[src/rtl/rmq_sqrt_pipe.sv]
// ----------------------------------------------------------------------------
// rmq_sqrt_pipe
// Pipelined integer square root, one root bit per register stage, with a
// sideband tag that travels alongside each request.
// ----------------------------------------------------------------------------
module rmq_sqrt_pipe #(
   parameter int IN_W  = 4,
   parameter int TAG_W = 1
) (
   input  logic               clock,
   input  logic               reset,
   input  logic               in_valid,
   input  logic [IN_W-1:0]    in_rad,
   input  logic [TAG_W-1:0]   in_tag,
   output logic               out_valid,
   output logic [IN_W/2-1:0]  out_root,
   output logic [TAG_W-1:0]   out_tag
);

   localparam int RW    = IN_W / 2;
   localparam int REM_W = RW + 3;

   logic              valid_ff [RW];
   logic [IN_W-1:0]   rad_ff   [RW];
   logic [REM_W-1:0]  rem_ff   [RW];
   logic [RW-1:0]     root_ff  [RW];
   logic [TAG_W-1:0]  tag_ff   [RW];

   for (genvar i = 0; i < RW; i++) begin : g_stage
      logic              p_valid;
      logic [IN_W-1:0]   p_rad;
      logic [REM_W-1:0]  p_rem;
      logic [RW-1:0]     p_root;
      logic [TAG_W-1:0]  p_tag;
      logic [REM_W-1:0]  cur;
      logic [REM_W-1:0]  trial;
      logic [REM_W-1:0]  rem_in;
      logic [RW-1:0]     root_in;

      if (i == 0) begin : g_first
         assign p_valid = in_valid;
         assign p_rad   = in_rad;
         assign p_rem   = '0;
         assign p_root  = '0;
         assign p_tag   = in_tag;
      end else begin : g_next
         assign p_valid = valid_ff[i-1];
         assign p_rad   = rad_ff[i-1];
         assign p_rem   = rem_ff[i-1];
         assign p_root  = root_ff[i-1];
         assign p_tag   = tag_ff[i-1];
      end

      // Bring down the next two radicand bits and try the next root bit.
      always_comb begin
         cur   = {p_rem[REM_W-3:0], p_rad[IN_W-1 -: 2]};
         trial = {1'b0, p_root, 2'b01};
         if (cur >= trial) begin
            rem_in  = cur - trial;
            root_in = {p_root[RW-2:0], 1'b1};
         end else begin
            rem_in  = cur;
            root_in = {p_root[RW-2:0], 1'b0};
         end
      end

      always_ff @(posedge clock) begin
         if (reset) begin
            valid_ff[i] <= 1'b0;
         end else begin
            valid_ff[i] <= p_valid;
         end
         rad_ff[i]  <= p_rad << 2;
         rem_ff[i]  <= rem_in;
         root_ff[i] <= root_in;
         tag_ff[i]  <= p_tag;
      end
   end

   assign out_valid = valid_ff[RW-1];
   assign out_root  = root_ff[RW-1];
   assign out_tag   = tag_ff[RW-1];

endmodule

[config.mk]
export PLATFORM = sky130hd
export DESIGN_NAME = rmq_sqrt_pipe
export DESIGN_NICKNAME = d
export VERILOG_FILES = /design/src/rtl/rmq_sqrt_pipe.sv
export SDC_FILE = /design/constraint.sdc
export NUM_CORES = 1
export LEC_CHECK = 0
export BUFFER_PORTS_ARGS = -buffer_cell sky130_fd_sc_hd__buf_2
export CORE_AREA = 3 3 40 42
export CTS_CLUSTER_SIZE = 12
export DETAILED_ROUTE_END_ITERATION = 16
export DIE_AREA = 0 0 43 45
export HOLD_SLACK_MARGIN = 0.12
export PLACE_DENSITY_LB_ADDON = 0.12
export RECOVER_POWER = 25
export SLEW_MARGIN = 20
export SYNTH_ARGS = -nofsm -noshare
export SYNTH_HDL_FRONTEND = slang
export SYNTH_SLANG_ARGS = --single-unit
[constraint.sdc]
create_clock -name clock -period 1.2 [get_ports clock]
set_clock_uncertainty 0.15 [all_clocks]
set_input_delay 0.12 -clock clock [delete_from_list [all_inputs] [get_ports clock]]
set_output_delay 0.12 -clock clock [all_outputs]
set_load 0.02 [all_outputs]
==> flow_summary.ini, run 1 <==
[status]
status = completed

[drt]
post_drt_wl_per_cell_um = 7.712
dr_total_vias = 210
post_drt_via_cell_ratio = 3.559
drt_iter0_drc = 0
drtPass1Iterations = 1
wl_um = 455
drc = 0
postRouteAntennaNets = 0

[place]
gp_congestion = 0.5482
dp_hpwl_um = 314.9
place_worst_setup_slack_ns = 0.1697
dpl.cell_count = 49
placed_cell_area_um2 = 384.1
port_buffers = 11

[sta]
hold_viol_final = 0
fin_tns_setup_ns = 0
rsz0062_at_grt = no
fin_ws_ns = 0.1802
finalCriticalPeriod_ns = 1.020
drv_slew = 0
fin_crit_sh = 0.8498
setup_viol = 0
fmax_mhz = 980.6

[synthesis]
yosys_register_bits = 12
syn_nets = 32
ys_types = 10
syn_inst = 23
synth_top_area_cell = dfxtp_1
yosys_warnings = 0
synthDominantCellAreaShare = 0.7742
syn_area_um2 = 310.3
syn_area_per_cell_um2 = 13.49
synth.area.top_cells = dfxtp_1 (77%), nor2b_1 (6.0%), ha_1 (4.0%), nor3_2 (3.2%), and2_1 (2.0%)
synth-seq-area-share = 0.7742

[clock_tree]
cts_tree = built
clk_path_buf_depth = 2
clk_latency_ns = 0.26
cts_buffers = 3
cts.clk_slew.worst_paths_ns = 0.06
clock-sinks = 12
ctsHtreeMaxLevel = 1
clock-root-buffer = clkbuf_4

[floorplan]
num_io_pins = 12
start_util = 0.2415
rows = 13
die_x_um = 43
fp.coreArea_mm2 = 0.001285
die_h_um = 45
die_area_mm2 = 0.001935

[global_route]
grt_max_degree = 7
antenna_found_initial = 0
gr-usage-all-layers = 0.06449
grt_pass1_wl_um = 834
overflow = 0
grt_pass1_vias = 225

[pwr]
sw_frac_of_total = 0.1925
p_int_mw = 0.5717
power.total_mw = 0.7079
vdd_drop_max_v = 0.0006607
p_switching_mw = 0.1362
pwr-share-seq = 0.602
p_leak_nw = 0.2249
combPwrFrac = 0.086
pwr-share-clk = 0.312
powerDensity_mw_per_mm2 = 1485

[cells_and_area]
final_cells = 59
final_nets = 55
num_antenna_cells = 0
drive_gt1_frac = 0.3409
finalInstanceArea_um2 = 476.7
area_growth_pct = 53.63

[run]
cap_violations = 0

[worst_setup_path]
critPathKind = reg -> reg
crit_required_ns = 1.20
cp-start-kind = flop
critPathArrivalTime_ns = 1.02
end_kind = flop
cp_max_fo = 2

[hold_path]
min_path_type = reg -> reg
kinds of logic after synthesis:
family	after synthesis	share of synthesized area
simple gates	7	0.1452
other cells	1	0.01209
compound gates	1	0.01611
flops	12	0.7742
buf+inv	1	0.01209
fa+ha+maj	1	0.04032
path summary, 6_finish.rpt:
kind	slack [ns]	from	cells past startpoint	to
max	0.18	root_ff[0][0]	4	root_ff[0][2]
min	0.18	tag_ff[0][0]	0	tag_ff[0][1]
max reg2reg	0.18	root_ff[0][0]	4	root_ff[0][2]
min reg2reg	0.18	tag_ff[0][0]	0	tag_ff[0][1]
synthesized netlist by cell type:
library cell / number
nor3_2: 1
inv_1: 1
dfxtp_1: 12
ha_1: 1
and2_1: 1
nand2_1: 1
nor2b_1: 3
o21ai_1: 1
conb_1: 1
or2_1: 1
per-layer routing:
layer / part of all wire / track usage / routed length [um] / up-vias
met5: 0 / 0 / 0 / -
met4: 0 / 0.07229 / 0 / 0
met3: 0.075 / 0.02390 / 34 / 0
met2: 0.55 / 0.1018 / 252 / 7
met1: 0.37 / 0.06127 / 169 / 90
li1: - / - / - / 113
power by group through the flow:
stage / Combinational, mW / Clock [mW] / Sequential [mW]
4_1_cts: 0.0613 / 0.234 / 0.427
6_report: 0.0605 / 0.221 / 0.426
5_1_grt: 0.0669 / 0.256 / 0.428
3_3_place_gp: 0.0427 / 0 / 0.435
3_5_place_dp: 0.0439 / 0 / 0.435
2_1_floorplan: 0.0119 / 0 / 0.445
worst max-delay path, cell delays in order (launching register included):
cell and delay, ns:
dfxtp_1 0.32, inv_1 0.04, ha_1 0.17, nor3_2 0.17
nand2_1 0.07
placed cells by master, fill, tap and decap left out:
master,instances
dfxtp_1,12
nor3_2,1
o21ai_1,1
ha_1,1
or2_1,1
buf_2,11
and2_1,1
conb_1,1
nand2_1,1
nor2b_1,3
clkbuf_4,3
dlygate4sd3_1,7
inv_1,1
repair_timing:
item                                   in CTS  in global routing
resized for setup                           0                  0
setup buffers                               0                  0
endpoints found under the hold margin       8                  0
hold buffers                                7                  0
state kept, by name (all words and copies together), names as in the netlist:
register,flops
valid_ff,2
rad_ff,2
tag_ff,2
root_ff,3
rem_ff,3
cell type report:
class	count	area, um^2
clock buffer	3	22.52
fill	131	808.3
inverter	1	3.754
multi-input combinational	10	66.31
sequential	12	240.2
tap	15	18.77
timing repair buffer	18	125.1
through the flow:
step / utilization / hold slack [ns]
final: 0.3710 / 0.1805
after global routing: 0.3710 / 0.1999
after CTS: 0.3710 / 0.1861
after detailed placement: 0.2989 / 0.07358
after global placement: 0.2989 / 0.07357
after floorplan: - / -0.002283
Power figures use the tool's default switching activity.
==> inputs of run 2 (changes only) <==
- ABC_AREA: unset -> 1
- clock period: 1.2 -> 0.95 ns (I/O delays scaled with it)
==> run 2 against run 1 <==
  * The run now ends with negative hold slack left
  * Worst setup slack got worse by 0.18 ns
  * Die area unchanged
  * Utilization rose by 5.6 points
  * Highest routed layer unchanged
  * Via count grew 16%
  * Final cell count rose by 14%
  * Flip-flop and latch count unchanged
  * Power is 45% higher
  * Final area up 15%
  * Synthesized area increased by 3.2%
  * Global-route usage up 0.16 points
  * Clock-buffer cell count increased by 1
  * Clock power up 75%
  * Critical endpoint is now out_tag
==> flow_summary.ini, run 2 <==
[sta]
hold_ws_ns = -0.1180
fmax_mhz = 1058
hold_viol_final = 2
finalCriticalPeriod_ns = 0.9452
rsz0062_at_grt = yes
drv_slew = 0
setup_viol = 0
fin_crit_sh = 0.9950

[run]
cap_violations = 0

[worst_setup_path]
critPathLaunch = tag_ff[0][1]
cp-start-kind = flop
timing.rr.start = root_ff[0][0]
cp_cell_sequence = buf_6
path_buf_inv = 1
slowest_stage = dfxtp_2
critPathArrivalTime_ns = 0.70
end_kind = primary output
slowest_delay_ns = 0.32
cp_top_family = flip-flops
cp_max_fo = 1
critPathKind = reg -> out
crit_required_ns = 0.70

[pwr]
vdd_drop_max_v = 0.001287
p_leak_nw = 0.2687
powerDensity_mw_per_mm2 = 1872

[clock_tree]
clk_latency_ns = 0.26
postCtsSetupBuffers = 0
cts_buffers = 3
cts_tree = built
clk_path_buf_depth = 2
cts.clk_slew.worst_paths_ns = 0.07
ctsHtreeMaxLevel = 1
clock-root-buffer = clkbuf_4
clock-sinks = 12

[hold_path]
hold_start = in_rad[3]
min_path_type = in -> reg

[cells_and_area]
layout_common_cells = dlygate4sd3_1 (7), buf_2 (7), dfxtp_1 (7), inv_1 (6), dfxtp_2 (5)
drive_gt1_frac = 0.4423
n_fill_cell = 137
num_antenna_cells = 0
final_util = 0.4265
finalInstanceArea_um2 = 548.0
area_growth_pct = 71.09
final_nets = 62
largestRegisters = rem_ff x3, root_ff x3

[drt]
dr_total_vias = 243
post_drt_wl_per_cell_um = 7.522
drtPass1Iterations = 1
drc = 0
drt_iter0_drc = 0
wl_um = 504
postRouteAntennaNets = 0
post_drt_via_cell_ratio = 3.627

[global_route]
grt_pass1_wl_um = 890
antenna_found_initial = 0
gr-usage-all-layers = 0.06611
grt_max_degree = 8
overflow = 0
grt_pass1_vias = 236

[floorplan]
start_util = 0.2493
rows = 13
die_h_um = 45
num_io_pins = 12
die_x_um = 43
fp.coreArea_mm2 = 0.001285
die_area_mm2 = 0.001935

[synthesis]
syn_area_per_cell_um2 = 10.68
syn_area_um2 = 320.3
synth-seq-area-share = 0.7500
synthDominantCellAreaShare = 0.7500
ys_types = 8
synth_flop_cell = dfxtp_1
synth-edff-count = 0
synth_top_area_cell = dfxtp_1
synth.area.top_cells = dfxtp_1 (75%), inv_1 (8.2%), nor2_1 (4.7%), ha_1 (3.9%), nand2_1 (3.5%)
synth.most_common_cell = dfxtp_1
yosys_register_bits = 12
yosys_warnings = 0
yosys-top-cells-count = dfxtp_1 (12), inv_1 (7), nor2_1 (4)
syn_inst = 30
syn_nets = 39
synth-async-reset-ratio = 0

[status]
violations = negative hold slack
status = complete, but fails checks

[place]
dp_hpwl_um = 332.1
placed_cell_area_um2 = 394.1
gp_congestion = 0.5844
port_buffers = 11
## run 2: cell types whose count changed after synthesis
cell,change
and2_1,-1
inv_1,+6
nand2_1,+2
nor2_1,+4
nor2b_1,-3
nor3_2,-1
o21ai_0,+1
o21ai_1,-1
## run 2: kinds of logic (layout without fill, tap and decap cells)
logic type / after synthesis / in the layout / share of synthesized area
flip-flops: 12 / 12 / 0.7500
AND/OR/NAND/NOR: 8 / 8 / 0.1016
buffers and inverters: 7 / 29 / 0.08205
adder cells (fa/ha/maj): 1 / 1 / 0.03906
other: 1 / 1 / 0.01171
AO/OA/AOI/OAI: 1 / 1 / 0.01561
## run 2: layer usage
| layer | up-vias | track usage | routed length (um) |
|---|---|---|---|
| li1 | 127 | - | - |
| met1 | 107 | 0.05623 | 162 |
| met2 | 9 | 0.1108 | 296 |
| met3 | 0 | 0.05179 | 46 |
| met4 | 0 | 0.03614 | 0 |
| met5 | - | 0 | 0 |
## run 2: per-stage QoR
step | TNS [ns] | hold slack [ns] | setup WS, ns | power, mW | cells
after floorplan | -0.01084 | -0.02728 | -0.01084 | 0.5782 | 30
after global placement | -0.04181 | 0.04870 | -0.04181 | 0.6053 | 56
after detailed placement | -0.06461 | 0.04909 | -0.06461 | 0.6073 | 56
after CTS | -0.07896 | 0.1851 | -0.02423 | 1.046 | 67
after global routing | -0.1339 | -0.1058 | -0.03228 | 1.094 | 67
final | 0 | -0.1180 | 0.004794 | 1.026 | 67
## run 2: final timing paths
kind,end,slack (ns),cells past startpoint
max,out_tag,0.005,1
max reg2reg,root_ff[0][2],0.03,4
min,rem_ff[0][1],-0.12,3
min reg2reg,tag_ff[0][1],0.18,0
## run 2: final cells by class
type                            instances  area, um^2  share of cell area
Clock buffer                            4       36.28             0.06621
Timing Repair Buffer                   18       150.1              0.2740
Multi-Input combinational cell         11       70.07              0.1279
Sequential cell                        12       246.5              0.4498
Inverter                                7       26.28             0.04795
Tap cell                               15       18.77             0.03425
## run 2: power breakdown
part           internal [mW]  total (mW)  switching [mW]
Combinational         0.0595      0.0959          0.0364
Clock                  0.232       0.386           0.153
Sequential             0.533       0.544          0.0110
Total                  0.825        1.03           0.201
## run 2: repair_timing
item                                    in CTS  in global routing
hold buffers                                 7                  1
endpoints found under the setup margin       5                  6
resized for setup                           14                  2
hold endpoints to repair                     8                  3
pin swaps                                    2                  2
