[src/rtl/rmq_div_pipe.sv]
// ----------------------------------------------------------------------------
// rmq_div_pipe
// Pipelined restoring divider, one quotient bit per register stage. Several
// dividends share one divisor; a sideband tag travels with each request.
// ----------------------------------------------------------------------------
module rmq_div_pipe #(
   parameter int NUM_W = 4,
   parameter int DEN_W = 2,
   parameter int LANES = 1,
   parameter int TAG_W = 1
) (
   input  logic                          clock,
   input  logic                          reset,
   input  logic                          in_valid,
   input  logic [LANES-1:0][NUM_W-1:0]   in_num,
   input  logic [DEN_W-1:0]              in_den,
   input  logic [TAG_W-1:0]              in_tag,
   output logic                          out_valid,
   output logic [LANES-1:0][NUM_W-1:0]   out_quo,
   output logic [TAG_W-1:0]              out_tag
);

   logic                          valid_ff [NUM_W];
   logic [LANES-1:0][NUM_W-1:0]   q_ff     [NUM_W];
   logic [LANES-1:0][DEN_W-1:0]   rem_ff   [NUM_W];
   logic [DEN_W-1:0]              den_ff   [NUM_W];
   logic [TAG_W-1:0]              tag_ff   [NUM_W];

   for (genvar i = 0; i < NUM_W; i++) begin : g_stage
      logic                          p_valid;
      logic [LANES-1:0][NUM_W-1:0]   p_q;
      logic [LANES-1:0][DEN_W-1:0]   p_rem;
      logic [DEN_W-1:0]              p_den;
      logic [TAG_W-1:0]              p_tag;
      logic [LANES-1:0][DEN_W:0]     cur;
      logic [LANES-1:0][NUM_W-1:0]   q_in;
      logic [LANES-1:0][DEN_W-1:0]   rem_in;

      if (i == 0) begin : g_first
         assign p_valid = in_valid;
         assign p_q     = in_num;
         assign p_rem   = '0;
         assign p_den   = in_den;
         assign p_tag   = in_tag;
      end else begin : g_next
         assign p_valid = valid_ff[i-1];
         assign p_q     = q_ff[i-1];
         assign p_rem   = rem_ff[i-1];
         assign p_den   = den_ff[i-1];
         assign p_tag   = tag_ff[i-1];
      end

      // The dividend shifts out at the top while quotient bits shift in below.
      always_comb begin
         for (int l = 0; l < LANES; l++) begin
            cur[l] = {p_rem[l], p_q[l][NUM_W-1]};
            if (cur[l] >= {1'b0, p_den}) begin
               rem_in[l] = DEN_W'(cur[l] - {1'b0, p_den});
               q_in[l]   = {p_q[l][NUM_W-2:0], 1'b1};
            end else begin
               rem_in[l] = cur[l][DEN_W-1:0];
               q_in[l]   = {p_q[l][NUM_W-2:0], 1'b0};
            end
         end
      end

      always_ff @(posedge clock) begin
         if (reset) begin
            valid_ff[i] <= 1'b0;
         end else begin
            valid_ff[i] <= p_valid;
         end
         q_ff[i]   <= q_in;
         rem_ff[i] <= rem_in;
         den_ff[i] <= p_den;
         tag_ff[i] <= p_tag;
      end
   end

   assign out_valid = valid_ff[NUM_W-1];
   assign out_quo   = q_ff[NUM_W-1];
   assign out_tag   = tag_ff[NUM_W-1];

endmodule

[config.mk]
export PLATFORM = sky130hd
export DESIGN_NAME = rmq_div_pipe
export DESIGN_NICKNAME = d
export VERILOG_FILES = /design/src/rtl/rmq_div_pipe.sv
export SDC_FILE = /design/constraint.sdc
export NUM_CORES = 1
export LEC_CHECK = 0
export ABC_AREA = 0
export BUFFER_PORTS_ARGS = -buffer_cell sky130_fd_sc_hd__buf_2
export CORE_UTILIZATION = 56
export DETAILED_ROUTE_END_ITERATION = 16
export GPL_ROUTABILITY_DRIVEN = 0
export PLACE_DENSITY = 0.86
export RECOVER_POWER = 100
export SYNTH_ARGS = -nofsm -noshare
export SYNTH_HDL_FRONTEND = slang
export SYNTH_SLANG_ARGS = --single-unit
[constraint.sdc]
create_clock -name clock -period 2.05 [get_ports clock]
set_clock_uncertainty 0.15 [all_clocks]
set_input_delay 0.205 -clock clock [delete_from_list [all_inputs] [get_ports clock]]
set_output_delay 0.205 -clock clock [all_outputs]
set_load 0.01 [all_outputs]
==> reports/results.ini, run 1 <==
[status]
status = completed

[hold_path]
whs_endpoint = q_ff[2][1]
holdCritStartpoint = q_ff[1][0]
whs_path_depth = 0
hp-class = reg -> reg

[synth]
synthDistinctLibCells = 17
synth_area_per_cell_sq_um = 12.8
netlist_area_sq_mm = 0.00106
synthCells = 83
synth_fp_nets = 101
yosysWarnings = 0
synth_seq_cells = 36
ys_seq_area_share_pct = 67.9

[floorplan]
fp.dieH_um = 45.5
initial_core_util_pct = 60.8
die-area_sq_mm = 0.00207
row_count = 15
chipWidth_um = 45.5
io_pins = 16
core_area_sq_mm = 0.00175

[detailed_routing]
via_per_inst = 4.83
drc = 0
wirelength_um = 1620
drtAntennaViolNets = 0
drtPass1Iterations = 4
wire_per_inst_um = 11.6
vias = 676
dr.first_iter.drc_count = 10

[final_layout]
num-fill-cells = 128
antenna_cells = 0
drive_gt1_share_pct = 13.9
nNetsFinal = 132
area_growth_syn_to_layout_pct = 22.8

[grt]
grt_max_degree = 13
grt_util_met2_pct = 32.3
grt_remaining_overflow = 0
antenna_found_initial = 0
track_usage_pct = 19.0
busiest_layer = met2
grtUsageMet1_pct = 16.5
grt_pass1_wl_um = 2450
grt_pass1_vias = 599
groute.layer.met3.usage_pct = 10.7

[setup_path]
crit_buf_inv = 1
worstReg2RegEnd = rem_ff[2][1]
r2r-start = den_ff[1][1]
path_cells = inv_1 > ha_1 > a2111oi_0 > a211oi_1
rrSetupSlack_ps = 350
cp_top_family = compound AO/OA/AOI/OAI gates
cp.required_ps = 2090
cp_slowest_cell = a2111oi_0
critPathKind = reg -> reg
crit_path_max_fanout = 5
critPathArrivalTime_ps = 1740
ff2ff_path_depth = 4
start_kind = register
slowest_delay_ps = 600
crit_path_end_kind = register

[pwr]
p_total_uw = 1310
peakVddDrop_mv = 0.629
power_leakage_uw = 0.000583
p_per_area_mw_per_mm2 = 1010

[clocking]
post_cts_buffers = 0
cts_sinks = 36
root_buffer = clkbuf_4
htreeDepth = 2
clock_path_buffers = 2
clk_pin_slew_ps = 110
cts_tree = yes
cts_buffers = 5
clk_latency_ps = 330

[sta]
finalHoldViolCount = 0
grt_setup_unrepaired = false
min_period_over_period_pct = 82.8
setup_viol_count_final = 0
slew_headroom_pct = 61.1
period_minus_slack_ps = 1700
worstMarginPinSlew_ps = 569
tns_ps = 0
drv_slew = 0
max_freq_mhz = 589

[job]
drv_cap = 0

[placed_design]
portBuffers = 15
dpl.hpwl_um = 1050

[per-layer routing]
metal,part of all wire (%),vias up,routed length (um)
met5,0,-,0
met4,2.6,0,42
met3,6.0,4,97
met2,56,20,909
met1,35,307,571
li1,-,345,-
[synth_stat cells (all sizes together)]
master | number | area [sq um]
a2111oi | 2 | 17.5
a211o | 1 | 8.76
a211oi | 2 | 15.0
a21o | 2 | 16.3
a21oi | 1 | 5.00
dfxtp | 36 | 721
ha | 8 | 100
inv | 9 | 33.8
nand2b | 4 | 25.0
nor2 | 1 | 3.75
nor2b | 9 | 56.3
o21a | 1 | 7.51
o31a | 2 | 17.5
o31ai | 2 | 15.0
or2 | 3 | 18.8
[sequential cells by signal, summed over array words and instances (netlist names)]
name      flops
den_ff        6
q_ff         16
rem_ff        6
tag_ff        4
valid_ff      4
[worst reg2reg max path, delay by kind of cell (launching register included)]
kind	cells	cell delay, ps
AO/OA/AOI/OAI	2	690
adder cells (fa/ha/maj)	1	340
buffers and inverters	1	40
flip-flops	1	340
[how the worst max path moves through the flow]
stage          slack (ps)  depth (start not counted)            to         start
2_1_floorplan         660                          4  rem_ff[1][1]  den_ff[0][1]
3_3_place_gp          620                          4  rem_ff[2][1]  den_ff[1][1]
3_5_place_dp          460                          4  rem_ff[2][1]  den_ff[1][1]
4_1_cts               350                          4  rem_ff[2][1]  den_ff[1][1]
5_1_grt               290                          4  rem_ff[2][1]  den_ff[1][1]
6_report              350                          4  rem_ff[2][1]  den_ff[1][1]
[final cells by class]
class                   count  area [sq um]  area share (%)
flip-flops and latches     36           721            55.3
multi-input cells          38           307            23.5
repair buffers             24           154            11.8
clock buffers               5          37.5            2.88
inverters                   9          33.8            2.59
well taps                  25          31.3            2.40
clock inverters             3          18.8            1.44
[cell usage in the layout (no fill, tap or decap), drive strengths merged]
cell / synthesis / layout
a2111oi: 2 / 2
a211o: 1 / 1
a211oi: 2 / 2
a21o: 2 / 2
a21oi: 1 / 1
buf: 0 / 6
clkbuf: 0 / 14
clkinv: 0 / 3
dfxtp: 36 / 36
dlygate4sd3: 0 / 9
ha: 8 / 8
inv: 9 / 9
nand2b: 4 / 4
nor2: 1 / 1
nor2b: 9 / 9
o21a: 1 / 1
o31a: 2 / 2
o31ai: 2 / 2
or2: 3 / 3
[metrics by stage]
stage / cells / setup slack (ps) / area [sq um] / hold slack, ps / util, %
after floorplan: 83 / 661 / 1060 / 82.7 / -
after global placement: 123 / 616 / 1170 / 157 / 66.9
after detailed placement: 123 / 456 / 1170 / 159 / 66.9
after CTS: 140 / 346 / 1310 / 187 / 75.3
after global routing: 140 / 286 / 1300 / 194 / 74.6
final: 140 / 353 / 1300 / 183 / 74.6
[power breakdown]
part	switching (uW)	internal, uW	total, uW
Sequential	25.4	776	801
Combinational	75.8	80.0	156
Clock	221	131	352
Total	322	987	1310
[kinds of logic (layout without fill, tap and decap cells)]
logic type | count (synthesis) | count (layout) | share of synthesized area, %
AND/OR/NAND/NOR | 17 | 17 | 9.79
buffers and inverters | 9 | 41 | 3.18
adder cells (fa/ha/maj) | 8 | 8 | 9.43
flip-flops | 36 | 36 | 67.9
AO/OA/AOI/OAI | 13 | 13 | 9.67
[timing repair]
item | 4_1_cts | 5_1_grt
endpoints found under the hold margin | 11 | 0
resized for setup | 0 | 0
hold buffers | 9 | 0
No activity file was read; power rests on OpenSTA's default activity.
==> inputs of run 2 (changes only) <==
--- a/config.mk
+++ b/config.mk
@@ -7,10 +7,10 @@
 export LEC_CHECK = 0
 export ABC_AREA = 0
 export BUFFER_PORTS_ARGS = -buffer_cell sky130_fd_sc_hd__buf_2
-export CORE_UTILIZATION = 56
+export CORE_UTILIZATION = 52
 export DETAILED_ROUTE_END_ITERATION = 16
 export GPL_ROUTABILITY_DRIVEN = 0
-export PLACE_DENSITY = 0.86
+export PLACE_DENSITY = 0.81
 export RECOVER_POWER = 100
 export SYNTH_ARGS = -nofsm -noshare
 export SYNTH_HDL_FRONTEND = slang
==> constraint.sdc (replaced) <==
create_clock -name clock -period 1.6 [get_ports clock]
set_clock_uncertainty 0.15 [all_clocks]
set_input_delay 0.16 -clock clock [delete_from_list [all_inputs] [get_ports clock]]
set_output_delay 0.16 -clock clock [all_outputs]
set_load 0.01 [all_outputs]
==> run 2 against run 1 <==
Against the previous run:
- non-clock buffer count unchanged
- count of clock-buffer cells in the layout up 2
- total power up 46%
- critical path depth up 2
- hold slack better by 1.9 ps
- first-iteration DRC count down 70%
- setup slack worse by 270 ps
- die area up 7.4%
- register-to-register slack worse by 270 ps
- wire length down 0.25%
- critical path type is now in -> reg
==> reports/results.ini, run 2 (same netlist as run 1, synthesis figures left out) <==
[grt]
grt_max_degree = 12
grt_remaining_overflow = 0
grt_pass1_vias = 679
track_usage_pct = 18.6
antenna_found_initial = 0
grt_pass1_wl_um = 2530

[floorplan]
core_area_sq_mm = 0.00182
row_count = 15
initial_core_util_pct = 58.3
die-area_sq_mm = 0.00223
chipWidth_um = 47.2
fp.dieH_um = 47.2
io_pins = 16

[clocking]
cts_tree = yes
cts_buffers = 5
clk_pin_slew_ps = 100
htreeDepth = 2
root_buffer = clkbuf_4
clk_latency_ps = 330
cts_sinks = 36
clock_path_buffers = 2

[final_layout]
drive_gt1_share_pct = 13.9
final_cell_mix = dfxtp_1 (36), clkbuf_1 (10), inv_1 (9), nor2b_1 (9), dlygate4sd3_1 (9)
reg_top3 = q_ff (16), den_ff (6), rem_ff (6)
max_flop_register = q_ff
antenna_cells = 0
nNetsFinal = 132
largest_reg_flops = 16
final_common_cell = dfxtp_1
area_growth_syn_to_layout_pct = 26.9

[setup_path]
crit_cells = 6
critPathKind = in -> reg
cp.required_ps = 1670
slowest_delay_ps = 530
ff2ff_path_depth = 4
crit_path_max_fanout = 2
critPathArrivalTime_ps = 1590
cp_top_family = buffers and inverters
start_kind = input port
path_cells = dlygate4sd3_1 > clkbuf_1 > inv_1 > ha_1 > nor2b_1 > or2_2
crit_buf_inv = 3
crit_path_end_kind = register
cp_slowest_cell = dlygate4sd3_1

[sta]
max_freq_mhz = 658
min_period_over_period_pct = 94.9
grt_setup_unrepaired = false
period_minus_slack_ps = 1520
tns_ps = 0
slew_headroom_pct = 75.4
drv_slew = 0
finalHoldViolCount = 0
setup_viol_count_final = 0
worstMarginPinSlew_ps = 359

[job]
drv_cap = 0

[pwr]
p_per_area_mw_per_mm2 = 1420
peakVddDrop_mv = 0.936
p_total_uw = 1910
power_leakage_uw = 0.000598

[detailed_routing]
dr.first_iter.drc_count = 3
drc = 0
via_per_inst = 4.66
drtPass1Iterations = 4
drtAntennaViolNets = 0
wire_per_inst_um = 11.6
vias = 653
wirelength_um = 1620

[status]
status = completed

[placed_design]
dpl.hpwl_um = 1020
portBuffers = 15

[hold_path]
whs_path_depth = 0
hp-class = reg -> reg

-- run 2: cell count changes in the layout (fill, tap and decap cells not counted) --
cell       before  now
a2111oi_0       2    1
bufinv_16       0    1
a2111oi_2       0    1
clkbuf_1        9   10
clkinv_4        1    0
clkinv_2        2    0
buf_2           6    5
clkbuf_8        0    2
-- run 2: worst paths after layout --
| path | start | endpoint | slack [ps] |
|---|---|---|---|
| min reg2reg | tag_ff[1] | tag_ff[2] | 190 |
| max reg2reg | den_ff[1][1] | rem_ff[2][1] | 80 |
| max | in_num[3] | q_ff[0][0] | 80 |
| min | tag_ff[1] | tag_ff[2] | 190 |
-- run 2: power by group --
| part | internal (uW) | switching, uW | leakage (uW) |
|---|---|---|---|
| registers | 994 | 31.2 | 0.000302 |
| logic | 105 | 96.9 | 0.000244 |
| clock network | 415 | 270 | 0.0000515 |
| total | 1510 | 398 | 0.000598 |
-- run 2: layout make-up --
type / count / area (sq um)
inverter: 9 / 33.8
sequential: 36 / 721
timing repair buffer: 24 / 153
clock inverter: 1 / 30.0
fill: 151 / 474
multi-input combinational: 38 / 313
clock buffer: 7 / 65.1
tap: 25 / 31.3
-- run 2: layer usage --
metal | up-vias | track usage, % | share of wire [%] | wire length [um]
met3 | 7 | 9.62 | 4.0 | 65
met2 | 15 | 31.9 | 56 | 904
met1 | 291 | 14.7 | 36 | 588
met5 | - | 0 | 0 | 0
li1 | 340 | - | - | -
met4 | 0 | 17.7 | 3.7 | 60
-- run 2: repair_timing --
| item | in CTS | in global routing |
|---|---|---|
| hold buffers | 9 | 0 |
| resized for setup | 0 | 2 |
| setup endpoints to repair | 0 | 1 |
| setup buffers | 0 | 0 |
| hold endpoints to repair | 11 | 0 |
-- run 2: per-stage QoR --
stage / utilization [%] / instance area [sq um] / setup WS (ps) / hold slack [ps] / instances
final: 74.0 / 1350 / 81.4 / 185 / 140
after global routing: 74.0 / 1350 / 3.13 / 196 / 140
after CTS: 74.3 / 1350 / 58.8 / 188 / 140
after detailed placement: 64.1 / 1170 / 76.4 / 114 / 123
after global placement: 64.1 / 1170 / 166 / 112 / 123
after floorplan: - / 1060 / 211 / 37.7 / 83
